### config.mk
export PLATFORM = sky130hd
export DESIGN_NAME = pidc_cfg_regs
export DESIGN_NICKNAME = d
export VERILOG_FILES = /design/src/hdl/pidc_pkg.sv /design/src/hdl/pidc_cfg_regs.sv
export SDC_FILE = /design/constraint.sdc
export NUM_CORES = 1
export LEC_CHECK = 0
export BUFFER_PORTS_ARGS = -buffer_cell sky130_fd_sc_hd__buf_2
export CAP_MARGIN = 25
export CORE_MARGIN = 5
export CORE_UTILIZATION = 45
export DETAILED_ROUTE_END_ITERATION = 10
export PLACE_DENSITY_LB_ADDON = 0.25
export SYNTH_ARGS = -nofsm -noshare
export SYNTH_HDL_FRONTEND = slang
export SYNTH_SLANG_ARGS = --single-unit
### constraint.sdc
create_clock -name i_clk -period 3.5 [get_ports i_clk]
set_input_delay 0.175 -clock i_clk [delete_from_list [all_inputs] [get_ports i_clk]]
set_output_delay 0.175 -clock i_clk [all_outputs]
set_load 0.005 [all_outputs]
### src/hdl/pidc_pkg.sv
`default_nettype none

package pidc_pkg;

    // Sample and drive width, Q4.12 by default
    localparam int DATA_WIDTH        = 16;
    localparam int FRAC_BITS_DEFAULT = 12;

    localparam int GAIN_W      = 16;
    localparam int LIMIT_W     = 15;
    localparam int CFG_DATA_W  = 16;
    localparam int CFG_INDEX_W = 3;

    // Derived arithmetic widths
    localparam int ERR_W  = DATA_WIDTH + 1;
    localparam int DIFF_W = DATA_WIDTH + 2;
    localparam int SUM_W  = LIMIT_W + 1;
    localparam int SUMX_W = ((SUM_W > ERR_W) ? SUM_W : ERR_W) + 1;
    localparam int OPND_W = (DIFF_W > SUM_W) ? DIFF_W : SUM_W;
    localparam int PROD_W = GAIN_W + 1 + OPND_W;
    localparam int ACC_W  = PROD_W + 2;

    localparam logic [GAIN_W-1:0]  GAIN_P_RESET     = GAIN_W'(4096);
    localparam logic [GAIN_W-1:0]  GAIN_I_RESET     = GAIN_W'(1434);
    localparam logic [GAIN_W-1:0]  GAIN_D_RESET     = GAIN_W'(1024);
    localparam logic [LIMIT_W-1:0] SUM_LIMIT_RESET  = LIMIT_W'(20480);
    localparam logic [LIMIT_W-1:0] OUT_LIMIT_RESET  = LIMIT_W'(4096);
    localparam logic [LIMIT_W-1:0] TOLERANCE_RESET  = LIMIT_W'(4);

    typedef enum logic [CFG_INDEX_W-1:0] {
        CFG_GAIN_P    = 3'd0,
        CFG_GAIN_I    = 3'd1,
        CFG_GAIN_D    = 3'd2,
        CFG_SUM_LIMIT = 3'd3,
        CFG_OUT_LIMIT = 3'd4,
        CFG_TOLERANCE = 3'd5
    } t_cfg_index;

    typedef struct packed {
        logic [GAIN_W-1:0]  gain_proportional;
        logic [GAIN_W-1:0]  gain_integral;
        logic [GAIN_W-1:0]  gain_derivative;
        logic [LIMIT_W-1:0] sum_limit;
        logic [LIMIT_W-1:0] output_limit;
        logic [LIMIT_W-1:0] settle_tolerance;
    } t_cfg;

    typedef struct packed {
        logic signed [DATA_WIDTH-1:0] target_value;
        logic signed [DATA_WIDTH-1:0] measured_value;
    } t_in_word;

    typedef struct packed {
        logic signed [DATA_WIDTH-1:0] drive;
        logic                         settled;
    } t_out_word;

    // Product stage register contents, front to back
    typedef struct packed {
        logic signed [PROD_W-1:0] p_term;
        logic signed [PROD_W-1:0] i_term;
        logic signed [PROD_W-1:0] d_term;
        logic                     settled;
    } t_prod;

endpackage

`default_nettype wire

### src/hdl/pidc_cfg_regs.sv
`default_nettype none

module pidc_cfg_regs (
    input  wire logic                               i_clk,
    input  wire logic                               i_rst_n,
    input  wire logic                               i_cfg_we,
    input  wire logic [pidc_pkg::CFG_INDEX_W-1:0]   i_cfg_index,
    input  wire logic [pidc_pkg::CFG_DATA_W-1:0]    i_cfg_data,
    output pidc_pkg::t_cfg                          o_cfg
);

    pidc_pkg::t_cfg r_cfg;

    always_ff @(posedge i_clk) begin
        if (!i_rst_n) begin
            r_cfg.gain_proportional <= pidc_pkg::GAIN_P_RESET;
            r_cfg.gain_integral     <= pidc_pkg::GAIN_I_RESET;
            r_cfg.gain_derivative   <= pidc_pkg::GAIN_D_RESET;
            r_cfg.sum_limit         <= pidc_pkg::SUM_LIMIT_RESET;
            r_cfg.output_limit      <= pidc_pkg::OUT_LIMIT_RESET;
            r_cfg.settle_tolerance  <= pidc_pkg::TOLERANCE_RESET;
        end else if (i_cfg_we) begin
            case (pidc_pkg::t_cfg_index'(i_cfg_index))
                pidc_pkg::CFG_GAIN_P: begin
                    r_cfg.gain_proportional <= i_cfg_data[pidc_pkg::GAIN_W-1:0];
                end
                pidc_pkg::CFG_GAIN_I: begin
                    r_cfg.gain_integral <= i_cfg_data[pidc_pkg::GAIN_W-1:0];
                end
                pidc_pkg::CFG_GAIN_D: begin
                    r_cfg.gain_derivative <= i_cfg_data[pidc_pkg::GAIN_W-1:0];
                end
                pidc_pkg::CFG_SUM_LIMIT: begin
                    r_cfg.sum_limit <= i_cfg_data[pidc_pkg::LIMIT_W-1:0];
                end
                pidc_pkg::CFG_OUT_LIMIT: begin
                    r_cfg.output_limit <= i_cfg_data[pidc_pkg::LIMIT_W-1:0];
                end
                pidc_pkg::CFG_TOLERANCE: begin
                    r_cfg.settle_tolerance <= i_cfg_data[pidc_pkg::LIMIT_W-1:0];
                end
                default: begin
                end
            endcase
        end
    end

    assign o_cfg = r_cfg;

endmodule

`default_nettype wire

==> impl_metrics.ini <==
[worst_setup_path]
cp_data_arrival_time_ns = 1.52
cp-end-kind = flip-flop
cp_launch_type = input pin
crit_chain = buf_2 > or4b_1 > mux2i_1
worstSetupStartpoint = i_cfg_index[1]
max_stage_delay_ns = 0.96
worst-path-max-fanout = 16
regToRegStartpoint = o_cfg[89]$_SDFFE_PN1P_
crit_path_top_delay_cell = or4b_1
critPathTopFamily = simple AND/OR/NAND/NOR gates
critical_path_class = in -> reg
worst_ep_required_time_ns = 3.70
cp.buffers_inverters = 1

[synth]
net_count_of_the_mapped_netlist = 357
synth_async_sr_flop_share_pct = 0
synth_top_area_share_pct = 53.5
xor_xnor_share_of_the_synthesized_area_pct = 0
synth-adder-area-share_pct = 0
yosysSeqAreaShare_pct = 53.5
synth.top_cells.by_area = dfxtp_1 53%, mux2i_1 27%, nand2_1 10%
yosys_most_used_dff = dfxtp_1
synth.ff_latch_count = 93
post_synth_instance_area_mm2 = 0.00348
post_synth_most_frequent_cells = 97 x nand2_1, 93 x dfxtp_1, 93 x mux2i_1, 21 x nor2b_1
synth_simple_gate_area_share_pct = 16.2
synth-edff-count = 0
syn_avg_cell_area_um2 = 10.4
cell_count_after_synthesis = 335
yosysMostFrequentCell = nand2_1
post_synthesis_compound_gate_area_fraction_pct = 0
synth_warnings = 0
synth_top_family_by_area = multiplexers
synthMuxAreaShare_pct = 26.7
post_synth_num_cell_types = 15
synthDominantAreaCellType = dfxtp_1

[clock_tree]
cts.clk_slew.worst_paths_ns = 0.09
cts.root.buffer_cell = clkbuf_8
clk_path_buf_depth = 2
clkLatencyLatePin_ns = 0.35
clock_sinks = 93
cts_buffers = 9
cts.hold.buffers_added = 0
post_cts.repair.setup_buffers = 0
cts_max_level = 3
post_cts_resize_count = 0
tritoncts_clock_tree = built

[pwr]
p_leak_nw = 2.34
power-per-cell-area_mw_per_mm2 = 465
irDropWorstVdd_v = 0.000234
finalPower_mw = 2.02

[placement]
place.detailed.hpwl_mm = 6.00
pre_cts_slack_ns = 1.80
place.detailed.instances = 534
port_buffers = 114
placed_cell_area_mm2 = 0.00413
gp_congestion = 0.793

[timing]
timing.slew.headroom_pct = 38.5
rsz_0062_raised_after_global_routing = no
setup_tns_ns = 0
report.final.setup_viol = 0
fin_ws_ns = 2.18
min_period_ns = 1.32
min_period_over_period_pct = 37.7
fin_worst_skew_ns = 0
max_slew.worst_pin.slew_ns = 0.923
timing.final.max_slew_violations = 0
clock.fmax_ghz = 0.757
final_hold_viol_count = 0

[floorplan]
ioPinCount = 115
row_count = 32
dieHeight_um = 98.0
core-area_mm2 = 0.00765
die_w_um = 98.0
dieArea_mm2 = 0.00959
floorplan.initialDensity_pct = 45.5

[final_layout]
layout.filler_cells = 723
synthToLayoutAreaGrowth_pct = 25.0
final_cell_area_mm2 = 0.00435
num_antenna_cells = 0
post_route_insts_no_fill = 550
layout-drive-gt1-share_pct = 30.6
largest_reg_flops = 93
final_net_count = 465

[grt]
grt_antenna_before_repair = 0
groute.layer.met3.usage_pct = 5.29
grt_pass1_vias = 2626
grt_use_total_pct = 17.6
globalRoute.busiestLayer = met2
grt_pass1_wl_mm = 13.5
global_route.usage.met1_pct = 21.8
grt_use_met2_pct = 28.7
grt_max_degree = 76
grt_remaining_overflow = 0

[hold_path]
hp-start = i_cfg_data[7]
hold_path_class = in -> reg

[drt]
route.detailed.drc = 0
wirelength_mm = 8.30
wl_per_cell_um = 15.1
detail_route.iter0.violations = 77
detailedRoute.firstPassIterationCount = 4
detail_route.vias_per_cell = 4.84
postRouteAntennaNets = 0
via_count = 2662

[flow_run]
timing.max_cap.violations = 0

[run_status]
run_status = completed
[cell families (layout without fill, tap and decap cells)]
kind of cell,after synthesis,count (layout)
flip-flops,93,93
AND/OR/NAND/NOR,125,125
multiplexers,93,93
buffers and inverters,24,137
[metrics by stage]
step,hold slack [ns],utilization (%)
after floorplan,0.336,-
after global placement,0.442,54.0
after detailed placement,0.444,54.0
after CTS,0.0771,56.9
after global routing,0.0996,56.9
final,0.0945,56.9
[layout by cell type (no fill, tap or decap)]
master        n
buf_4         8
bufinv_16     2
nand2_1      97
clkbuf_8     10
nor4bb_4      1
clkinvlp_4    2
clkbuf_1      1
dfxtp_1      93
or4b_1        1
nand4b_1      2
nand4bb_1     2
clkinv_4      1
and4b_1       1
buf_2       113
mux2i_1      93
nor2b_1      21
[where the power goes]
group	total (mW)	switching, mW	internal (mW)
clock	0.792	0.369	0.423
sequential	1.09	0.0118	1.08
combinational	0.139	0.0801	0.0591
[worst paths after layout]
| check | endpoint | slack [ns] | depth (start not counted) |
|---|---|---|---|
| worst min register to register | o_cfg[61]$_SDFFE_PN0P_ | 0.46 | 2 |
| worst min-delay path | o_cfg[68]$_SDFFE_PN1P_ | 0.09 | 3 |
| worst max-delay path | o_cfg[83]$_SDFFE_PN0P_ | 2.18 | 3 |
| worst max register to register | o_cfg[89]$_SDFFE_PN1P_ | 2.86 | 2 |
[cell type report]
| type | instances | area [µm²] | area share, % |
|---|---|---|---|
| Multi-Input combinational cell | 218 | 1510 | 34.7 |
| Timing Repair Buffer | 121 | 626 | 14.4 |
| Sequential cell | 93 | 1860 | 42.8 |
| Tap cell | 102 | 128 | 2.93 |
| Clock buffer | 11 | 141 | 3.25 |
| Clock inverter | 5 | 83.8 | 1.93 |
[routing by layer]
layer | vias up | wire, µm | share of wire (%)
met1 | 1255 | 3670 | 44
met3 | 14 | 496 | 6.0
met2 | 69 | 3990 | 48
li1 | 1324 | - | -
met5 | - | 0 | 0
met4 | 0 | 140 | 1.7
[worst min-delay path, cell delays in order]
cell and delay (ns):
buf_2 0.09, nor2b_1 0.04, mux2i_1 0.11
(Power assumes the default switching activity.)
