`src/hdl/pidc_pkg.sv`:
```
`default_nettype none

package pidc_pkg;

    // Sample and drive width, Q4.12 by default
    localparam int DATA_WIDTH        = 16;
    localparam int FRAC_BITS_DEFAULT = 12;

    localparam int GAIN_W      = 16;
    localparam int LIMIT_W     = 15;
    localparam int CFG_DATA_W  = 16;
    localparam int CFG_INDEX_W = 3;

    // Derived arithmetic widths
    localparam int ERR_W  = DATA_WIDTH + 1;
    localparam int DIFF_W = DATA_WIDTH + 2;
    localparam int SUM_W  = LIMIT_W + 1;
    localparam int SUMX_W = ((SUM_W > ERR_W) ? SUM_W : ERR_W) + 1;
    localparam int OPND_W = (DIFF_W > SUM_W) ? DIFF_W : SUM_W;
    localparam int PROD_W = GAIN_W + 1 + OPND_W;
    localparam int ACC_W  = PROD_W + 2;

    localparam logic [GAIN_W-1:0]  GAIN_P_RESET     = GAIN_W'(4096);
    localparam logic [GAIN_W-1:0]  GAIN_I_RESET     = GAIN_W'(1434);
    localparam logic [GAIN_W-1:0]  GAIN_D_RESET     = GAIN_W'(1024);
    localparam logic [LIMIT_W-1:0] SUM_LIMIT_RESET  = LIMIT_W'(20480);
    localparam logic [LIMIT_W-1:0] OUT_LIMIT_RESET  = LIMIT_W'(4096);
    localparam logic [LIMIT_W-1:0] TOLERANCE_RESET  = LIMIT_W'(4);

    typedef enum logic [CFG_INDEX_W-1:0] {
        CFG_GAIN_P    = 3'd0,
        CFG_GAIN_I    = 3'd1,
        CFG_GAIN_D    = 3'd2,
        CFG_SUM_LIMIT = 3'd3,
        CFG_OUT_LIMIT = 3'd4,
        CFG_TOLERANCE = 3'd5
    } t_cfg_index;

    typedef struct packed {
        logic [GAIN_W-1:0]  gain_proportional;
        logic [GAIN_W-1:0]  gain_integral;
        logic [GAIN_W-1:0]  gain_derivative;
        logic [LIMIT_W-1:0] sum_limit;
        logic [LIMIT_W-1:0] output_limit;
        logic [LIMIT_W-1:0] settle_tolerance;
    } t_cfg;

    typedef struct packed {
        logic signed [DATA_WIDTH-1:0] target_value;
        logic signed [DATA_WIDTH-1:0] measured_value;
    } t_in_word;

    typedef struct packed {
        logic signed [DATA_WIDTH-1:0] drive;
        logic                         settled;
    } t_out_word;

    // Product stage register contents, front to back
    typedef struct packed {
        logic signed [PROD_W-1:0] p_term;
        logic signed [PROD_W-1:0] i_term;
        logic signed [PROD_W-1:0] d_term;
        logic                     settled;
    } t_prod;

endpackage

`default_nettype wire

```
`src/hdl/pidc_back.sv`:
```
`default_nettype none

// Sum of products, round half up, saturate, result register.
module pidc_back #(
    parameter int FRAC_BITS = pidc_pkg::FRAC_BITS_DEFAULT
) (
    input  wire logic            i_clk,
    input  wire logic            i_rst_n,
    input  wire logic            i_valid,
    output logic                 o_ready,
    input  wire pidc_pkg::t_prod i_prod,
    input  wire logic [pidc_pkg::LIMIT_W-1:0] i_output_limit,
    output logic                 o_valid,
    input  wire logic            i_ready,
    output pidc_pkg::t_out_word  o_word
);

    localparam int ACC_W = pidc_pkg::ACC_W;
    localparam int DW    = pidc_pkg::DATA_WIDTH;
    localparam logic signed [ACC_W-1:0] RoundHalf =
        {{(ACC_W-FRAC_BITS){1'b0}}, 1'b1, {(FRAC_BITS-1){1'b0}}};

    logic                    r_valid;
    pidc_pkg::t_out_word     r_word;

    logic signed [ACC_W-1:0] acc;
    logic signed [ACC_W-1:0] scaled;
    logic signed [ACC_W-1:0] lim_pos;
    logic signed [ACC_W-1:0] lim_neg;
    logic signed [ACC_W-1:0] sat;
    pidc_pkg::t_out_word     n_word;
    logic                    take;

    assign acc = ACC_W'(i_prod.p_term) + ACC_W'(i_prod.i_term)
               + ACC_W'(i_prod.d_term) + RoundHalf;
    assign scaled  = acc >>> FRAC_BITS;
    assign lim_pos = ACC_W'(signed'({1'b0, i_output_limit}));
    assign lim_neg = -lim_pos;

    always_comb begin
        if (scaled > lim_pos) begin
            sat = lim_pos;
        end else if (scaled < lim_neg) begin
            sat = lim_neg;
        end else begin
            sat = scaled;
        end
        n_word.drive   = sat[DW-1:0];
        n_word.settled = i_prod.settled;
    end

    assign o_ready = !r_valid || i_ready;
    assign take    = i_valid && o_ready;

    always_ff @(posedge i_clk) begin
        if (!i_rst_n) begin
            r_valid <= 1'b0;
        end else if (o_ready) begin
            r_valid <= i_valid;
        end
    end

    always_ff @(posedge i_clk) begin
        if (take) begin
            r_word <= n_word;
        end
    end

    assign o_valid = r_valid;
    assign o_word  = r_word;

endmodule

`default_nettype wire

```
`config.mk`:
```
export PLATFORM = sky130hd
export DESIGN_NAME = pidc_back
export DESIGN_NICKNAME = d
export VERILOG_FILES = /design/src/hdl/pidc_pkg.sv /design/src/hdl/pidc_back.sv
export SDC_FILE = /design/constraint.sdc
export NUM_CORES = 1
export LEC_CHECK = 0
export ABC_AREA = 1
export BUFFER_PORTS_ARGS = -buffer_cell sky130_fd_sc_hd__buf_2
export CELL_PAD_IN_SITES_DETAIL_PLACEMENT = 0
export CELL_PAD_IN_SITES_GLOBAL_PLACEMENT = 2
export CORE_ASPECT_RATIO = 0.75
export CORE_MARGIN = 5
export CORE_UTILIZATION = 31
export CTS_CLUSTER_DIAMETER = 200
export DETAILED_ROUTE_END_ITERATION = 7
export PLACE_DENSITY = 0.87
export SETUP_SLACK_MARGIN = 0.5
export SLEW_MARGIN = 0
export SYNTH_ARGS = -nofsm -noshare
export SYNTH_HDL_FRONTEND = slang
export SYNTH_SLANG_ARGS = --single-unit
export TNS_END_PERCENT = 30
```
`constraint.sdc`:
```
create_clock -name i_clk -period 5.05 [get_ports i_clk]
set_input_delay 0.505 -clock i_clk [delete_from_list [all_inputs] [get_ports i_clk]]
set_output_delay 0.505 -clock i_clk [all_outputs]
set_load 0.01 [all_outputs]
```
==> results of run 1 <==
worst register-to-register path: stages, from the launching register on:
cell	delay, ps
dfxtp_1	310
a21oi_1	140
buf_4	270
per-stage QoR:
step | setup WS, ps | instance area (um^2)
6_report | 602.5 | 10740
5_1_grt | 387.1 | 10740
4_1_cts | 501.9 | 9211
3_5_place_dp | -104.1 | 8269
3_3_place_gp | -97.61 | 8269
2_1_floorplan | 664.9 | 6862
registers in the layout, summed over array words and instances, names as in the netlist:
| register | count |
|---|---|
| o_word | 17 |
| o_valid | 1 |
routing by layer:
layer / GRT usage / vias to the layer above
met5: 0 / -
met4: 0.004737 / 0
met3: 0.01862 / 10
met2: 0.2606 / 143
met1: 0.2467 / 3385
li1: - / 3771
power breakdown:
part / switching [uW] / internal [uW] / leakage (uW)
sequential: 7.95 / 220 / 0.000173
combinational: 1860 / 1560 / 0.00526
clock: 55.4 / 107 / 0.0000382
total: 1930 / 1880 / 0.00547
synth_stat cells (3+ instances only):
cell / count
a21boi_0: 3
a21o_1: 3
a21oi_1: 44
a21oi_2: 4
buf_4: 3
edfxtp_1: 17
fa_1: 34
ha_1: 113
inv_1: 253
inv_2: 9
nand2_1: 250
nand2_2: 7
nand2_4: 5
nand3_1: 68
nand3_2: 29
nand3_4: 5
nand4_1: 11
nor2_1: 83
nor2_2: 6
nor2_4: 3
nor3_1: 14
nor4_1: 4
o21ai_0: 14
o21bai_1: 10
xnor2_1: 3
xor2_1: 23
what timing repair did:
action | 4_1_cts | 5_1_grt
setup endpoints to repair | 16 | 16
pin swaps | 33 | 153
resized for setup | 105 | 281
setup buffers | 22 | 24
cloned | 2 | 0
cell families (layout without fill, tap and decap cells):
logic type / Yosys count / after routing / share of synthesized area
buf+inv: 272 / 509 / 0.1546
flops: 18 / 18 / 0.07732
simple gates: 494 / 496 / 0.3514
xor+xnor: 26 / 26 / 0.03319
fa+ha+maj: 147 / 147 / 0.3053
compound gates: 89 / 89 / 0.07823
worst paths after layout:
check,startpoint,end,slack (ps)
max,i_prod[79],o_word[2],600
min,i_prod[0],o_word[0],430
max reg2reg,o_valid,o_word[6],4010
min reg2reg,o_valid,o_valid,520
layout make-up:
class / count / area [um^2] / share of cell area
clock buffer: 4 / 78.83 / 0.007338
inverter: 264 / 1002 / 0.09330
multi-input combinational: 758 / 7227 / 0.6728
sequential: 18 / 530.5 / 0.04939
tap: 294 / 367.9 / 0.03425
timing repair buffer: 241 / 1535 / 0.1429
==> qor.csv, run 1 <==
stage;metric;value;unit
floorplanning;Core ar.;0.02193;mm^2
clocking;Root Driver;clkbuf_16;
critical_path;crit-path leading delay family;adder cells;
critical_path;Worst Setup Path Type;input port to flop;
synth;Mapped Area;0.006862;mm^2
worst_hold_path;hold crit path type;input port to flop;
drt;1st-pass router iterations;5;
pwr;Lkg Pwr;0.005472;uW
clocking;CTS tree;done;
sta;Final Setup Violations;0;
synth;Synth warnings;0;
placed_design;cell count after placement;1527;
clocking;clk sinks;18;
floorplanning;Initial Util;0.3128;
floorplanning;die width;181.8;um
critical_path;Arr. time, crit path;4450;ps
clocking;htree depth;1;
sta;worst slew pin tran;736.4;ps
clocking;Clock transition at path regs;50;ps
pwr;PD cells;354.8;mW/mm^2
synth;Syn Area/Cell;6.560;um^2
finish;FILL cells;2204;
sta;FMAX;224.8;MHz
sta;Relative slew margins;0.5053;
global_routing;largest net degree at the start of global routing;18;
critical_path;Worst path max stage delay;570;ps
floorplanning;io pins;144;
pwr;VDD IR max;0.1417;mV
critical_path;startpoint type of the worst setup path;input port;
sta;final hold violations;0;
clocking;CTS Buf Count;3;
finish;Final nets;1558;
drt;Met1 Wirelength;10940;um
critical_path;slowest CP cell;fa_1;
pwr;Final Power;3811;uW
synth;Post-synth EDFFs;17;
sta;RSZ-0062 raised after global routing;true;
critical_path;R2R depth;2;
sta;setup tns final;0;ps
drt;DRT Wirelength;22060;um
floorplanning;Die ar.;0.02524;mm^2
drt;wire per inst;13.97;um
sta;hold slack;431.0;ps
drt;top layer in use;met4;
global_routing;vias in the first global route;6973;
finish;Util after Layout;0.4897;
synth;syn nets;1318;
global_routing;global-route wire length before repair;34440;um
floorplanning;die height;138.8;um
clocking;Clock Tree Buf Depth;2;
global_routing;initial antenna violation count;0;
job;max_cap viols;0;
finish;ANT cells;0;
synth;Cell variety after synth;48;
drt;DR vias/cell;4.629;
finish;most common cell after layout, fill and taps aside;inv_1;
critical_path;maximum net fanout on the critical path;6;
drt;Vias;7309;
sta;Final Skew;4.025;ps
drt;Post-DRT Antenna Nets;0;
global_routing;global route overflow;0;
synth;sequential element share of the synthesized area;0.07732;
drt;met2 wire length;10050;um
finish;fin cells;1579;
clocking;clk_lat worst skew;250;ps
critical_path;kind of end point of the critical path;flop;
sta;Final period util;0.8807;
synth;register bit count reported by yosys;18;
drt;DR WL met3;978;um
sta;Slew Limit Fails;0;
placed_design;IO Port Bufs;143;
finish;most frequent cells in the layout;inv_1, nand2_1, buf_2, buf_4, ha_4;
worst_hold_path;hold depth;1;
sta;crit path time final;4447;ps
global_routing;Total GRT Usage;0.1622;
critical_path;Critical Path Stages;26;
critical_path;worst endpoint required time;5060;ps
critical_path;Buf+Inv Stages, Crit Path;6;
drt;Post-route DRC;0;
synth;Async SR Flop Fraction;0;
finish;Area Growth Syn to Fin;56.55;%
synth;ys flop type;edfxtp_1;
synth;share of the synthesized area in the top cell type;0.2061;
drt;initial DRC count;346;
placed_design;half-perimeter wire length after placement;17770;um
outcome;status;complete, no violations;
synth;Synth area leader;ha_1;
synth;Synth Instances;1046;
floorplanning;row count;47;
clocking;# hold bufs at CTS;0;
finish;layout cell share with drive strength beyond 1;0.4716;
synth;Area contributors post-synth;ha_1, inv_1, nand2_1, fa_1, edfxtp_1;
placed_design;RePlAce Congestion;0.8759;
Note: power is estimated with default switching activity, not from simulation.
==> inputs of run 2 (changes only) <==
--- a/config.mk
+++ b/config.mk
@@ -5,13 +5,12 @@
 export SDC_FILE = /design/constraint.sdc
 export NUM_CORES = 1
 export LEC_CHECK = 0
-export ABC_AREA = 1
 export BUFFER_PORTS_ARGS = -buffer_cell sky130_fd_sc_hd__buf_2
 export CELL_PAD_IN_SITES_DETAIL_PLACEMENT = 0
 export CELL_PAD_IN_SITES_GLOBAL_PLACEMENT = 2
 export CORE_ASPECT_RATIO = 0.75
 export CORE_MARGIN = 5
-export CORE_UTILIZATION = 31
+export CORE_UTILIZATION = 32
 export CTS_CLUSTER_DIAMETER = 200
 export DETAILED_ROUTE_END_ITERATION = 7
 export PLACE_DENSITY = 0.87
==> qor.csv, run 2 <==
stage;metric;value;unit;change
global_routing;initial antenna violation count;0;;unchanged
drt;wire per inst;13.52;um;was 13.97 um
global_routing;vias in the first global route;6495;;was 6973
synth;Post-synth EDFFs;17;;unchanged
pwr;Final Power;3205;uW;was 3811 uW
drt;Post-route DRC;0;;unchanged
critical_path;Worst Setup Path Type;input port to flop;;unchanged
finish;most common cell after layout, fill and taps aside;buf_4;;was inv_1
global_routing;Total GRT Usage;0.1621;;was 0.1622
critical_path;crit-path leading delay family;compound AO/OA/AOI/OAI gates;;was adder cells
clocking;clk sinks;18;;unchanged
synth;Async SR Flop Fraction;0;;unchanged
sta;Final Skew;1.619;ps;was 4.025 ps
sta;crit path time final;5755;ps;was 4447 ps
pwr;VDD IR max;0.2151;mV;was 0.1417 mV
synth;Synth Instances;782;;was 1046
sta;final hold violations;0;;unchanged
critical_path;R2R depth;2;;unchanged
clocking;clk_lat worst skew;240;ps;was 250 ps
floorplanning;io pins;144;;unchanged
finish;max reg flops;17;;unchanged
critical_path;r2r startpoint;o_valid;;unchanged
synth;most numerous cell in the Yosys netlist;inv_1;;unchanged
sta;RSZ-0062 raised after global routing;true;;unchanged
worst_hold_path;Hold Crit Endpoint;o_word[0];;unchanged
drt;DR vias/cell;4.789;;was 4.629
floorplanning;Die ar.;0.02156;mm^2;was 0.02524 mm^2
critical_path;Worst path max stage delay;540;ps;was 570 ps
synth;synth cell count leaders;inv_1, ha_1, nand2_1, a21oi_1, nor2_1;;was inv_1, nand2_1, ha_1, nor2_1, nand3_1
clocking;htree depth;1;;unchanged
synth;Synth warnings;0;;unchanged
finish;Area Growth Syn to Fin;58.27;%;was 56.55%
floorplanning;Core ar.;0.01845;mm^2;was 0.02193 mm^2
drt;DRT Wirelength;18440;um;was 22060 um
synth;Mapped Area;0.005982;mm^2;was 0.006862 mm^2
sta;Final period util;1.140;;was 0.8807
floorplanning;die width;167.9;um;was 181.8 um
global_routing;largest net degree at the start of global routing;21;;was 18
finish;ANT cells;0;;unchanged
synth;ys flop type;edfxtp_1;;unchanged
finish;Finished Cell Area;0.009468;mm^2;was 0.01074 mm^2
finish;Final nets;1390;;was 1558
critical_path;slowest CP cell;fa_1;;unchanged
clocking;Root Driver;clkbuf_16;;unchanged
placed_design;IO Port Bufs;143;;unchanged
synth;Cell variety after synth;70;;was 48
sta;Final Setup Violations;16;;was 0
clocking;Clock Tree Buf Depth;2;;unchanged
synth;sequential element share of the synthesized area;0.08868;;was 0.07732
global_routing;global route overflow;0;;unchanged
drt;1st-pass router iterations;5;;unchanged
outcome;status;finished with violations;;was complete, no violations
global_routing;global-route wire length before repair;29890;um;was 34440 um
synth;register bit count reported by yosys;18;;unchanged
critical_path;worst endpoint required time;5040;ps;was 5060 ps
placed_design;half-perimeter wire length after placement;15690;um;was 17770 um
floorplanning;row count;43;;was 47
critical_path;Worst path most repeated cell;ha_4;;
synth;Area contributors post-synth;ha_1, fa_1, inv_1, edfxtp_1, a21oi_1;;was ha_1, inv_1, nand2_1, fa_1, edfxtp_1
drt;Post-DRT Antenna Nets;0;;unchanged
clocking;Clock transition at path regs;50;ps;about the same
critical_path;kind of end point of the critical path;flop;;unchanged
sta;FMAX;173.8;MHz;was 224.8 MHz
placed_design;Area after DPL;0.008378;mm^2;was 0.008269 mm^2
floorplanning;die height;128.4;um;was 138.8 um
sta;worst slew pin tran;689.7;ps;was 736.4 ps
critical_path;Buf+Inv Stages, Crit Path;5;;was 6
sta;hold slack;439.7;ps;was 431.0 ps
sta;PnR worst setup slack;-704.7;ps;was 602.5 ps
worst_hold_path;Worst Min Path Start;i_prod[0];;unchanged
floorplanning;Initial Util;0.3242;;was 0.3128
worst_hold_path;hold crit path type;input port to flop;;unchanged
critical_path;Arr. time, crit path;5740;ps;was 4450 ps
drt;Vias;6532;;was 7309
drt;initial DRC count;331;;was 346
placed_design;RePlAce Congestion;0.8778;;was 0.8759
critical_path;FF-to-FF End;o_word[0];;was o_word[6]
job;max_cap viols;0;;unchanged
pwr;PD cells;338.5;mW/mm^2;was 354.8 mW/mm^2
finish;layout cell share with drive strength beyond 1;0.4333;;was 0.4716
finish;fin cells;1364;;was 1579
synth;syn nets;1054;;was 1318
finish;most frequent cells in the layout;buf_4, inv_1, buf_2, ha_1, nand2_1;;was inv_1, nand2_1, buf_2, buf_4, ha_4
clocking;CTS tree;done;;unchanged
critical_path;startpoint type of the worst setup path;input port;;unchanged
sta;Relative slew margins;0.5402;;was 0.5053
critical_path;r2r setup slk;3710;ps;was 4010 ps
synth;share of the synthesized area in the top cell type;0.2364;;was 0.2061
placed_design;cell count after placement;1326;;was 1527
pwr;Lkg Pwr;0.004816;uW;was 0.005472 uW
synth;Syn Area/Cell;7.650;um^2;was 6.560 um^2
sta;Slew Limit Fails;0;;unchanged
critical_path;maximum net fanout on the critical path;10;;was 6
synth;Synth area leader;ha_1;;unchanged
clocking;CTS Buf Count;3;;unchanged
worst_hold_path;hold depth;1;;unchanged
outcome;failing checks;negative setup slack;;
-- run 2: layout make-up --
type | count | area (um^2)
fill | 1770 | 8986
timing repair buffer | 347 | 2345
clock buffer | 4 | 78.83
inverter | 165 | 629.4
sequential | 18 | 530.5
tap | 247 | 309.0
multi-input combinational | 583 | 5575
-- run 2: cells by family after synthesis --
kind of cell | Yosys count | share of synthesized area
AOI/OAI and AO/OA | 209 | 0.2343
xor gates and xnor gates | 27 | 0.03953
adders and majority gates | 147 | 0.3501
buffers and inverters | 182 | 0.1171
DFF | 18 | 0.08868
muxes | 5 | 0.008576
and+or+nand+nor | 194 | 0.1617
-- run 2: worst max-delay path by stage --
stage | end | cells after the start | startpoint | slack, ps
global placement | o_word[9] | 29 | i_prod[74] | -1250
floorplan | o_word[10] | 26 | i_prod[74] | -600
finish | o_word[12] | 25 | i_prod[74] | -700
CTS | o_word[9] | 26 | i_prod[8] | -700
global route | o_word[6] | 26 | i_prod[74] | -920
detailed placement | o_word[9] | 25 | i_prod[7] | -1300
-- run 2: per-stage QoR --
stage | util | setup TNS, ps | worst slack (ps)
after CTS | 0.4909 | -10090 | -703.0
after floorplan | - | -8166 | -597.8
final | 0.5131 | -10140 | -704.7
after detailed placement | 0.4540 | -18490 | -1297
after global placement | 0.4540 | -17770 | -1249
after global routing | 0.5131 | -13520 | -924.8
-- run 2: report_power, final --
group	internal [uW]	switching, uW	total [uW]
logic	1470	1360	2830
clock network	107	45.8	153
registers	216	5.73	221
total	1790	1410	3200
-- run 2: metal layers --
metal / up-vias / GRT usage / wire [um]
li1: 3407 / - / -
met1: 2926 / 0.2485 / 9513
met2: 177 / 0.2547 / 7699
met3: 22 / 0.01106 / 958
met4: 0 / 0.02624 / 273
met5: - / 0 / 0
-- run 2: timing repair --
| action | in CTS | in global routing |
|---|---|---|
| resized for setup | 73 | 70 |
| endpoints found under the setup margin | 16 | 16 |
| cloned | 0 | 2 |
| pin swaps | 41 | 33 |
| hold buffers | 0 | 0 |
| setup buffers | 23 | 9 |
| endpoints found under the hold margin | 0 | 0 |
==> inputs of run 3 (changes only) <==
--- a/config.mk
+++ b/config.mk
@@ -12,9 +12,11 @@
 export CORE_MARGIN = 5
 export CORE_UTILIZATION = 32
 export CTS_CLUSTER_DIAMETER = 200
+export CTS_CLUSTER_SIZE = 30
 export DETAILED_ROUTE_END_ITERATION = 7
 export PLACE_DENSITY = 0.87
 export SETUP_SLACK_MARGIN = 0.5
+export SKIP_CTS_REPAIR_TIMING = 1
 export SLEW_MARGIN = 0
 export SYNTH_ARGS = -nofsm -noshare
 export SYNTH_HDL_FRONTEND = slang
==> qor.csv, run 3 (same netlist as run 2, synthesis figures left out) <==
stage;metric;value;unit;change
outcome;status;finished with violations;;unchanged
outcome;failing checks;negative setup slack;;unchanged
critical_path;Arr. time, crit path;5750;ps;was 5740 ps
clocking;clk_lat worst skew;240;ps;about the same
job;max_cap viols;0;;unchanged
finish;most frequent cells in the layout;buf_4, inv_1, buf_2, ha_1, nand2_1;;unchanged
worst_hold_path;Worst Min Path Start;i_prod[0];;unchanged
finish;Util after Layout;0.4974;;was 0.5131
drt;DR vias/cell;4.767;;was 4.789
pwr;PD cells;333.5;mW/mm^2;was 338.5 mW/mm^2
drt;1st-pass router iterations;4;;was 5
global_routing;vias in the first global route;6185;;was 6495
critical_path;Worst path max stage delay;550;ps;was 540 ps
clocking;htree depth;1;;unchanged
finish;ANT cells;0;;unchanged
critical_path;startpoint type of the worst setup path;input port;;unchanged
sta;final hold violations;0;;unchanged
pwr;Lkg Pwr;0.004720;uW;was 0.004816 uW
drt;Vias;6402;;was 6532
critical_path;Worst Setup Path Type;input port to flop;;unchanged
clocking;CTS tree;done;;unchanged
drt;DR WL met3;861;um;was 958 um
sta;Final Setup Violations;16;;unchanged
finish;layout cell share with drive strength beyond 1;0.4115;;was 0.4333
floorplanning;row count;43;;unchanged
sta;hold slack;440.0;ps;was 439.7 ps
sta;crit path time final;5769;ps;was 5755 ps
drt;Post-route DRC;0;;unchanged
critical_path;r2r startpoint;o_valid;;unchanged
clocking;Root Driver;clkbuf_16;;unchanged
sta;PnR worst setup slack;-719.0;ps;was -704.7 ps
global_routing;global route overflow;0;;unchanged
global_routing;Total GRT Usage;0.1555;;was 0.1621
finish;Final nets;1369;;was 1390
critical_path;kind of end point of the critical path;flop;;unchanged
placed_design;RePlAce Congestion;0.8778;;unchanged
pwr;VDD IR max;0.2182;mV;was 0.2151 mV
floorplanning;die height;128.4;um;unchanged
sta;Final Skew;2.027;ps;was 1.619 ps
floorplanning;Core ar.;0.01845;mm^2;unchanged
global_routing;initial antenna violation count;0;;unchanged
drt;wire per inst;13.13;um;was 13.52 um
critical_path;maximum net fanout on the critical path;6;;was 10
critical_path;slowest CP cell;or4b_4;;was fa_1
floorplanning;Die ar.;0.02156;mm^2;unchanged
sta;RSZ-0062 raised after global routing;true;;unchanged
drt;initial DRC count;349;;was 331
drt;Met1 Wirelength;9467;um;was 9513 um
floorplanning;io pins;144;;unchanged
sta;FMAX;173.3;MHz;was 173.8 MHz
global_routing;largest net degree at the start of global routing;21;;unchanged
sta;Relative slew margins;0.5458;;was 0.5402
placed_design;IO Port Bufs;143;;unchanged
critical_path;worst endpoint required time;5030;ps;was 5040 ps
worst_hold_path;hold crit path type;input port to flop;;unchanged
clocking;CTS Buf Count;3;;unchanged
drt;met2 wire length;7179;um;was 7699 um
drt;top layer in use;met4;;unchanged
clocking;Clock transition at path regs;50;ps;about the same
sta;Final period util;1.142;;was 1.140
finish;most common cell after layout, fill and taps aside;buf_4;;unchanged
sta;Slew Limit Fails;0;;unchanged
finish;max reg flops;17;;unchanged
floorplanning;Initial Util;0.3242;;unchanged
sta;worst slew pin tran;681.3;ps;was 689.7 ps
global_routing;global-route wire length before repair;28690;um;was 29890 um
critical_path;Setup crit start;i_prod[76];;was i_prod[74]
drt;DRT Wirelength;17630;um;was 18440 um
floorplanning;die width;167.9;um;unchanged
finish;Area Growth Syn to Fin;53.44;%;was 58.27%
drt;Post-DRT Antenna Nets;0;;unchanged
clocking;clk sinks;18;;unchanged
placed_design;half-perimeter wire length after placement;15690;um;unchanged
clocking;Clock Tree Buf Depth;2;;unchanged
==> run 3: power by group <==
part | total [uW] | internal [uW] | switching (uW)
clock network | 153 | 107 | 45.8
registers | 221 | 216 | 5.72
logic | 2690 | 1380 | 1310
==> run 3: per-layer routing <==
metal | vias up | GRT usage
li1 | 3372 | -
met1 | 2865 | 0.2461
met2 | 156 | 0.2375
met3 | 9 | 0.01075
met4 | 0 | 0.01908
met5 | - | 0
==> run 3: path summary, 6_finish.rpt <==
check	to	slack [ps]	cells after the start
worst min register to register	o_valid	520	2
worst max register to register	o_word[0]	3710	2
worst min-delay path	o_word[0]	440	1
worst max-delay path	o_word[6]	-720	26
==> run 3: final cells by class <==
cell class                      instances  area [um^2]
Tap cell                              247        309.0
Multi-Input combinational cell        582         5478
Clock buffer                            4        78.83
Inverter                              165        626.9
Fill cell                            1788         9275
Sequential cell                        18        530.5
Timing Repair Buffer                  327         2156
==> run 3: through the flow <==
stage	total power [uW]	instances	TNS (ps)	cell area, um^2	setup slack (ps)
after global placement	2559	1326	-17770	8378	-1249
final	3061	1343	-10190	9179	-719.0
after floorplan	1552	782	-8166	6140	-597.8
after global routing	3361	1343	-13970	9179	-969.0
after detailed placement	2572	1326	-18490	8378	-1297
after CTS	2738	1330	-14680	8457	-1056
==> run 3: worst max-delay path: cells and delay by family <==
family	cells	cell delay, ps
adders and majority gates	4	1280
buffers and inverters	6	620
AOI/OAI and AO/OA	8	1620
xor gates and xnor gates	1	90
and+or+nand+nor	7	1620
